===== src/design/c8x_ram.sv =====
module c8x_ram #(
    parameter int WIDTH = 8,
    parameter int DEPTH = 16
) (
    input  logic                     clk,
    input  logic                     we,
    input  logic [$clog2(DEPTH)-1:0] waddr,
    input  logic [WIDTH-1:0]         wdata,
    input  logic [$clog2(DEPTH)-1:0] raddr,
    output logic [WIDTH-1:0]         rdata
);
    logic [WIDTH-1:0] mem [DEPTH];

    always_ff @(posedge clk)
    begin
        if (we)
        begin
            mem[waddr] <= wdata;
        end
        rdata <= mem[raddr];
    end
endmodule


===== config.mk =====
export PLATFORM = sky130hd
export DESIGN_NAME = c8x_ram
export DESIGN_NICKNAME = d
export VERILOG_FILES = /design/src/design/c8x_ram.sv
export SDC_FILE = /design/constraint.sdc
export NUM_CORES = 1
export LEC_CHECK = 0
export ABC_CLOCK_PERIOD_IN_PS = 2200
export BUFFER_PORTS_ARGS = -buffer_cell sky130_fd_sc_hd__buf_2
export CELL_PAD_IN_SITES_DETAIL_PLACEMENT = 0
export CELL_PAD_IN_SITES_GLOBAL_PLACEMENT = 1
export CORE_AREA = 2 2 129 93
export DETAILED_ROUTE_END_ITERATION = 8
export DIE_AREA = 0 0 131 95
export GPL_TIMING_DRIVEN = 0
export PLACE_DENSITY_LB_ADDON = 0.08
export SLEW_MARGIN = 20
export SYNTH_ARGS = -nofsm -noshare
export SYNTH_HDL_FRONTEND = slang
export SYNTH_SLANG_ARGS = --single-unit
export TNS_END_PERCENT = 1

===== constraint.sdc =====
create_clock -name clk -period 2.2 [get_ports clk]
set_input_delay 0.55 -clock clk [delete_from_list [all_inputs] [get_ports clk]]
set_output_delay 0.55 -clock clk [all_outputs]
set_load 0.03 [all_outputs]

# After elaboration in Yosys (flattened, before gate mapping)
# Memories as Yosys holds them, arrays and structs flattened. A register that Yosys moved wholly into a read port is not among the register bits.
# Index checks and enable logic that the tools add are counted.
[totals] ff_bits=0 ramBits=128 input_bits=18 out_inout_bits=8 word_cells=3 mem_count=1
[op_classes] muxes=2
[mem_list] name="mem" depth=16 width=8 read_ports=1 rd_clocked_by_memory_dff=1 wr=1 line_no="12" source="logic [WIDTH-1:0] mem [DEPTH];"
[ops] op="two-way mux 1 bit" count=2

# Depth between registers and ports, before layout
# Gate-level depths: netlist of the first run.
[depth] word_depth=2 depth_mapped=5 ltp_nobuf=3

# Worst setup path after synthesis of the first run
# OpenSTA, ideal clock, no wires.
[synth_path] path_kind="input-to-reg" start="input waddr[2]" end="memory mem[0][0] (enable)" setup_time_ns=0.383 t_arrival_ns=1.660 path_slack_ns=0.157 cell_stages=2 path_buffers=0 path_cell_list="or3b_2 -> nor3_1"
[synth_rtl] element="start, declared" line_no="7" source="input logic [$clog2(DEPTH)-1:0] waddr,"
[synth_rtl] element="end, declared" line_no="12"
# Straight into the memory's write port.

# Worst setup path in the final report of the first run
[layout_path] start="input waddr[2]" end="memory mem[3][5] (enable)"
# Straight into the memory's write port.

==> results of run 1 <==
## worst max-delay path: stages
cell and delay [ps]:
buf_2 120, or3b_2 520, nor2_1 700
## flip-flops by register name, indices dropped and copies added, names as in the netlist
name / count
mem: 128
rdata: 8
## cell type report
| class | instances | area share [%] |
|---|---|---|
| flip-flops and latches | 136 | 65.2 |
| well taps | 157 | 3.20 |
| clock inverters | 15 | 3.77 |
| plain buffers | 10 | 1.41 |
| clock buffers | 17 | 6.93 |
| multi-input cells | 83 | 17.5 |
| repair buffers | 24 | 1.96 |
## metal layers
metal | global-route usage (%) | wire, µm | vias up | part of all wire (%)
li1 | - | - | 1065 | -
met1 | 28.6 | 5280 | 1256 | 50
met4 | 5.94 | 131 | 0 | 1.2
met3 | 5.95 | 482 | 8 | 4.6
met2 | 25.6 | 4670 | 51 | 44
met5 | 0 | 0 | - | 0
## logic make-up after synthesis
group | share of synthesized area, %
compound gates | 2.33
buf+inv | 1.68
flops | 77.8
mux | 15.0
simple gates | 3.18
## cells in the mapped netlist
cell	n	share of area (%)
or3b_2	1	0.17
buf_2	3	0.29
nor3_1	4	0.39
nor2_1	13	0.95
and2b_1	1	0.15
buf_6	3	0.66
and2_1	1	0.12
mux4_1	14	7.1
nand3_1	1	0.097
dfxtp_1	8	3.1
nor2b_1	1	0.12
nand2_1	9	0.66
buf_4	1	0.15
nand3b_1	2	0.29
mux4_2	18	7.9
a22oi_1	16	2.3
edfxtp_1	128	75
nand2b_1	2	0.24
clkdlybuf4s25_2	3	0.58
## how the worst max path moves through the flow
stage               depth (start not counted)   endpoint  startpoint  slack [ps]
floorplan                                   2  mem[0][0]    waddr[2]         160
global placement                            3  mem[0][2]    waddr[2]        -470
detailed placement                          3  mem[1][2]    waddr[2]        -120
CTS                                         3  mem[1][1]    waddr[2]         320
global route                                3  mem[3][3]    waddr[2]         290
finish                                      3  mem[3][5]    waddr[2]         330
## power breakdown
part | internal (mW) | switching, mW
clock | 2.11 | 1.03
sequential | 2.90 | 0.0126
combinational | 0.116 | 0.200
total | 5.12 | 1.25
## per-stage QoR
step                      util [%]  setup TNS, ps  hold slack, ps  instances  setup slack [ps]
after floorplan                  -              0             629        229               157
after global placement        48.1          -8830             675        410              -475
after detailed placement      48.3          -2460             670        410              -117
after CTS                     54.1              0             525        442               315
after global routing          54.1              0             536        442               288
final                         54.1              0             544        442               333
==> results.md, run 1 <==
- Worst-skew pair later-pin latency: 410 ps
- Largest net degree at the start of global routing: 17
- Setup repair bufs after CTS: 0
- Critical path arrival: 1900 ps
- Final min period: around 1900 ps
- Syn_area_per_cell: 22.5 µm²
- Clk sinks: 136
- Starting DRC count in detailed routing: 258
- Layout cells sized above 1: 30.2%
- Die X: about 130 µm
- Clock-pin slew on the worst setup and hold paths: around 50 ps
- Leak: 2.05 nW
- Pwr/cell area: just over 1000 nW/µm²
- CTS tree: done
- Hold depth: 1
- I/O pin total: 26
- Post-CTS sizing: 0
- R2R Path End: rdata[3]
- Post-DRT Antenna Nets: 0
- Worst rel slew slack: approximately two fifths
- Multi-input gate area: about 1100 µm²
- VDD IR max: 0.745 mV
- Fmax: 0.535 GHz
- Core ar.: about 11000 µm²
- Detailed-route wire length: 10600 µm
- Most frequent cells in the layout: edfxtp_1, buf_2, mux4_2
- Status: finished clean
- Worst-case reg-to-reg path depth: 3
- GRT Overall Usage: 18.7%
- CP Launch Type: input pin
- Max Root-Sink Buffers: 2
- Fillers: 900
- Net Count, Synth: ~250
- Router iterations before antenna repair: 4
- Setup CP Type: input pin to flip-flop
- Grt total ovfl: 0
- Syn. warnings: 0
- Post-cts hold buffer count: 0
- Hold Crit Start: wdata[6]
- Final layout net count: between 200 and 300
- First-pass GRT wire length: roughly 15000 µm
- #FFs+latches synth: ~140
- Antenna Cells: 0
- CTS H-tree depth: 4
- CP max FO: 8
- Area growth, synth to finish: 19.3%
- I/O Buffers: 24
- Drt wl/cell: around 24 µm
- Vias: ~2.4k
- Worst R2R Setup Slack: 820 ps
- Die Ht: 95 µm
- Pins Over Slew Limit: 0
- Slew @ Worst Pin: between 800 and 900 ps
- Clock skew: between 5 and 6 ps
- Row cnt: 33
- Vias in the first global route: 2355
- Final Power: 6.37 mW
- Maxcap violations: 0
- Synth unique cells: 19
- Vias/cell: between 5 and 6
- Element type at the critical path end: flip-flop
- Initial antenna violation count: 0
- Commonest non-fill, non-tap cell in the layout: edfxtp_1
- Sequential Area: between 4000 and 5000 µm²
- RePlAce Congestion: 0.695
- Post-Synthesis Cells: approximately 230
- Mapped Area: 5150 µm²
- Post-synthesis sequential area ratio: 77.8%
- Final Hold Vio Count: 0
- Reg2reg start: mem[5][3]
- Root Driver: clkbuf_16
- Final setup fails: 0
- Hold Crit Endpoint: mem[12][6]
- Die area: between 10000 and 15000 µm²
- RSZ-0062 raised after global routing: false
- Tcrit/Tclk final: 84.9%
- Post-DP HPWL: 6600 µm
- DP Area: 5480 µm²
- Final std cell area, no fill: 6140 µm²
- CP Data Required Time: 2230 ps
- Detailed-route DRC error count: 0
- Worst hold path type: input pin to flip-flop
- Starting Density: 45.3%
- TritonCTS buffer count: 17
Power figures use the tool's default switching activity.
==> run 2, diff against run 1 <==
- ABC_AREA: default -> 1
- ABC_CLOCK_PERIOD_IN_PS: 2200 -> 1600
- CORE_AREA: 2 2 129 93 -> 2 2 140 101
- DIE_AREA: 0 0 131 95 -> 0 0 142 103
- clock period: 2.2 -> 1.6 ns (I/O delays scaled with it)
==> run 2 against run 1 <==
Against the previous run: via count grew 63%; highest routed layer unchanged; die area grew 18%; design area grew 8.0%; synthesized cell count grew 140%; synthesized area grew 12%; register-to-register slack lost 300 ps; critical path depth is the same.
==> results.md, run 2 <==
- CP top delay family: simple AND/OR/NAND/NOR gates
- Tcrit/Tclk final: between 90% and 100%
- Most area-hungry cell type in the Yosys netlist: edfxtp_1
- Crit path from: waddr[2]
- Post-cts hold buffer count: 0
- Final setup margin: 80.7 ps
- Met2 Use GR: 31.4%
- Pint: between 6 and 7 mW
- CP Data Required Time: 1640 ps
- I/O pin total: 26
- Met1 Use GR: 33.3%
- VDD IR max: 0.693 mV
- Root Driver: clkbuf_16
- Non-filler cells, final: 776
- Syn. warnings: 0
- Starting Density: 42.8%
- Die X: approximately 140 µm
- CTS H-tree depth: 4
- Area growth, synth to finish: 15.0%
- GRT Overall Usage: 22.1%
- Combinational share of power: under 10%
- Net Count, Synth: around 570
- TritonCTS buffer count: 17
- Pins Over Slew Limit: 0
- Synth unique cells: 12
- CP max FO: 8
- #FFs+latches synth: 136
- Most frequent cells in the layout: nand2_1, edfxtp_1, inv_1
- Post-DRT Antenna Nets: 0
- Clk pwr share: 43.9%
- Post-CTS sizing: 0
- Row cnt: 36
- Reg2reg start: mem[0][5]
- RSZ-0062 raised after global routing: false
- Router iterations before antenna repair: 5
- Final Power: 8.16 mW
- Worst hold path type: input pin to flip-flop
- Main synth FF type: edfxtp_1
- Clk sinks: between 100 and 150
- Final Hold Vio Count: 0
- Setup repair bufs after CTS: 0
- Layout cells sized above 1: around 12%
- Worst rel slew slack: 31.4%
- Starting DRC count in detailed routing: 319
- Grt total ovfl: 0
- First-pass GRT wire length: approximately 22000 µm
- Commonest cells in the netlist: nand2_1, edfxtp_1, inv_1
- Final min period: 1520 ps
- Initial antenna violation count: 0
- RePlAce Congestion: around 0.8
- Worst-skew pair later-pin latency: between 400 and 500 ps
- Fmax: ~0.66 GHz
- Post-synth EDFFs: 128
- Clock-pin slew on the worst setup and hold paths: 60 ps
- Max FFs per register: 128
- Dpl cells: 744
- CTS tree: done
- CP Capture Point: mem[9][6]
- Pwr/cell area: approximately 1200 nW/µm²
- Synth area leaders: edfxtp_1, nand2_1, nand3_1
- Pre-CTS WS: -405 ps
- Largest net degree at the start of global routing: 17
- Detailed-route wire length: 15200 µm
- Max Root-Sink Buffers: 2
- Net Sw Power: 1.91 mW
- Vias: 3879
- Share of power burned in registers: 49.0%
- Mapped Area: 5770 µm²
- Die Ht: 103 µm
- Final layout net count: between 600 and 700
- Leak: 2.86 nW
- Element type at the critical path end: flip-flop
- Vias/cell: 5.00
- Count leader, synth: nand2_1
- CP Cell Sequence: buf_2 -> nand3b_1 -> nor2_1
- Drt wl/cell: 19.6 µm
- Sw frac: a little under a quarter
- Maxcap violations: 0
- R2R Path End: rdata[5]
- Crit path buf inv count: 1
- Yosys top cell area share: 66.7%
- Antenna Cells: 0
- Die area: 14600 µm²
- Worst-case reg-to-reg path depth: 6
- Asr flop ratio synth: 0%
- GR met3 Demand/Resource: 5.48%
- Largest registers: mem: 128 flops, rdata: 8 flops
- GR peak layer: met1
- Critical path's slowest cell: nor2_1
- Syn_area_per_cell: 10.5 µm²
- I/O Buffers: 22
- Core ar.: 13500 µm²
- Final setup fails: 0
- Post-Synthesis Cells: 551
- Post-DP HPWL: 9780 µm
- Post-synthesis sequential area ratio: 69.4%
- Worst R2R Setup Slack: approximately 520 ps
- Largest Register: mem
- Slew @ Worst Pin: 1030 ps
- Crit path largest cell delay: 810 ps
- Commonest non-fill, non-tap cell in the layout: nand2_1
- Setup CP Type: input pin to flip-flop
- Status: finished clean
- Critical path arrival: around 1600 ps
- Crit path depth: 3
- Vias in the first global route: between 3k and 4k
- CP Launch Type: input pin
- Clock skew: between 10 and 15 ps
- Detailed-route DRC error count: 0
==> run 2: how the worst min path moves through the flow <==
stage	start	endpoint	slack (ps)	cells past startpoint
2_1_floorplan	wdata[0]	mem[0][0]	500	0
3_3_place_gp	mem[14][3]	rdata[3]	670	6
3_5_place_dp	mem[14][7]	rdata[7]	670	6
4_1_cts	wdata[3]	mem[1][3]	380	1
5_1_grt	wdata[3]	mem[1][3]	390	1
6_report	wdata[3]	mem[5][3]	380	1
==> run 2: cell type report <==
type / instances / area [µm²]
well taps: 171 / 214
flip-flops and latches: 136 / 4000
repair buffers: 22 / 110
fillers: 1233 / 6830
clock buffers: 19 / 433
plain buffers: 24 / 166
inverters: 102 / 383
multi-input cells: 289 / 1220
clock inverters: 13 / 108
==> run 2: per-layer routing <==
layer  vias up  wire length (µm)  part of all wire (%)
met5         -                 0                     0
met4         0               190                   1.3
met3        17              1250                   8.2
met2       151              6400                    42
met1      1853              7360                    48
li1       1858                 -                     -
==> run 2: power by group through the flow <==
stage / Clock [mW] / Combinational, mW / Sequential (mW)
3_3_place_gp: 0 / 0.571 / 4.07
5_1_grt: 3.77 / 0.631 / 4.01
2_1_floorplan: 0 / 0.281 / 4.12
4_1_cts: 3.60 / 0.578 / 4.00
6_report: 3.58 / 0.578 / 4.00
3_5_place_dp: 0 / 0.575 / 4.08
==> run 2: cell families after synthesis <==
kind of cell | synth area share [%]
buf+inv | 9.52
flops | 69.4
simple gates | 21.0
==> run 2: worst reg2reg max path, stage by stage (launching register included) <==
cell and delay (ps):
edfxtp_1 360, inv_1 60, nand2_1 50, nand3_1 80, nand3_1 190, nand3_1 150, nand2_1 80
==> run 2: per-stage QoR <==
stage	util, %	hold slack [ps]	instance area [µm²]	TNS, ps
global placement	45.2	669	6090	-26500
finish	49.3	380	6630	0
CTS	49.2	375	6630	0
global route	49.3	391	6630	0
detailed placement	45.2	669	6090	-28880
floorplan	-	499	5770	0
==> run 3, diff against run 2 <==
- CORE_AREA: 2 2 140 101 -> 2 2 118 120
- DIE_AREA: 0 0 142 103 -> 0 0 120 122
==> run 3 against run 2 <==
Against the previous run: sequential cell count unchanged; combinational power fell by 1%; global-route usage shrank 0.91 points; sequential power hardly changed; power decreased by 2.2%; wire length decreased by 6.2%; clock-buffer cell count grew 7; fmax increased by 1.5%; largest cell class unchanged; worst setup slack improved by 22 ps; sequential share of layout area grew 0.22 points.
==> results.md, run 3 (synthesized netlist as in run 2, its figures left out) <==
- Post-cts hold buffer count: 0
- Pre-CTS WS: -361 ps
- Maxcap violations: 0
- Leak: around 2.9 nW
- Final setup fails: 0
- Fmax: 0.668 GHz
- Setup repair bufs after CTS: 0
- CTS tree: done
- Sequential Area: around 4000 µm²
- GRT Overall Usage: between 20% and 30%
- Non-filler cells, final: around 780
- Die X: 120 µm
- Slew @ Worst Pin: 933 ps
- TritonCTS buffer count: 17
- CP Capture Point: mem[7][5]
- Layout cells sized above 1: between 10% and 20%
- Clk sinks: 136
- Die Ht: 122 µm
- CP Launch Type: input pin
- RePlAce Congestion: 0.808
- Vias/cell: 4.75
- Hold depth: 1
- Fillers: 1268
- Setup CP Type: input pin to flip-flop
- Status: finished clean
- Initial antenna violation count: 0
- CP Cell Sequence: buf_2 -> nand3b_1 -> nor2_1
- Clock-pin slew on the worst setup and hold paths: 50 ps
- Pwr/cell area: 1210 nW/µm²
- Vias in the first global route: about 3.5k
- Max Root-Sink Buffers: 2
- Tcrit/Tclk final: 93.6%
- Crit path from: waddr[3]
- Critical path's slowest cell: nor2_1
- Reg2reg start: mem[15][3]
- Root Driver: clkbuf_16
- Crit path largest cell delay: 740 ps
- R2R Path End: rdata[3]
- Post-DP HPWL: ~9500 µm
- Worst hold path type: input pin to flip-flop
- Critical path arrival: between 1500 and 2000 ps
- Antenna Cells: 0
- First-pass GRT wire length: 21400 µm
- Core ar.: 13500 µm²
- VDD IR max: 0.585 mV
- Worst-skew pair later-pin latency: 420 ps
- Multi-input gate area: 1210 µm²
- Final setup margin: 103 ps
- Row cnt: 43
- Clock skew: just over 8 ps
- Largest net degree at the start of global routing: 17
- Commonest non-fill, non-tap cell in the layout: nand2_1
- Router iterations before antenna repair: 4
- I/O Buffers: 22
- Worst rel slew slack: 37.6%
- Detailed-route wire length: 14300 µm
- Post-DRT Antenna Nets: 0
- Dpl cells: 753
- Grt total ovfl: 0
- CP max FO: 8
- Starting Density: 42.7%
- Area growth, synth to finish: 14.6%
- RSZ-0062 raised after global routing: false
- Element type at the critical path end: flip-flop
- Starting DRC count in detailed routing: between 200 and 300
- Detailed-route DRC error count: 0
- CP Data Required Time: 1640 ps
- Pins Over Slew Limit: 0
- Largest registers: mem: 128 flops, rdata: 8 flops
- Largest Register: mem
- Max FFs per register: 128
- Final Power: 7.98 mW
- Drt wl/cell: between 15 and 20 µm
- I/O pin total: 26
- Most frequent cells in the layout: nand2_1, edfxtp_1, inv_1
- Vias: 3726
- Die area: 14600 µm²
- Final Hold Vio Count: 0
- Final hold slack: 392 ps
- Final layout net count: 610
- Worst-case reg-to-reg path depth: 6
- Final min period: between 1000 and 1500 ps
- CTS H-tree depth: 4
- Worst R2R Setup Slack: 530 ps
- Post-CTS sizing: 0
run 3: cell types whose count changed in the layout (fill, tap and decap cells not counted), sizes merged:
| cell | before | now |
|---|---|---|
| clkinvlp | 4 | 0 |
| clkbuf | 19 | 26 |
| clkinv | 8 | 4 |
run 3: per-layer routing:
| metal | part of all wire [%] | track usage [%] | vias to the layer above |
|---|---|---|---|
| met5 | 0 | 0 | - |
| met4 | 2.7 | 9.49 | 0 |
| met3 | 4.6 | 4.63 | 28 |
| met2 | 43 | 30.3 | 101 |
| met1 | 50 | 30.8 | 1742 |
| li1 | - | - | 1855 |
run 3: layout make-up:
type,instances,area share [%]
clock inverters,5,0.738
clock buffers,26,6.95
multi-input cells,289,18.4
plain buffers,24,2.52
repair buffers,22,1.67
well taps,180,3.41
flip-flops and latches,136,60.6
inverters,102,5.79
run 3: where the power goes:
part | internal, mW | switching (mW) | leakage [nW]
sequential | 3.99 | 0.0183 | 1.22
combinational | 0.153 | 0.417 | 1.39
clock | 2.11 | 1.30 | 0.248
total | 6.25 | 1.73 | 2.86
run 3: how the worst min path moves through the flow:
| stage | start | endpoint | slack [ps] |
|---|---|---|---|
| after floorplan | wdata[0] | mem[0][0] | 500 |
| after detailed placement | mem[11][6] | rdata[6] | 670 |
| after global routing | wdata[4] | mem[1][4] | 390 |
| after CTS | wdata[4] | mem[1][4] | 390 |
| after global placement | mem[14][6] | rdata[6] | 680 |
| final | wdata[4] | mem[15][4] | 390 |
run 3: critical path, delay by kind of cell:
family | cells | cell delay [ps]
and+or+nand+nor | 2 | 1010
buffers and inverters | 1 | 110
run 3: metrics by stage:
step                TNS [ps]  util, %  area [µm²]
global route               0     48.9        6610
floorplan                  0        -        5770
finish                     0     48.9        6610
CTS                        0     48.9        6610
global placement      -25860     45.2        6100
detailed placement    -27220     45.2        6100
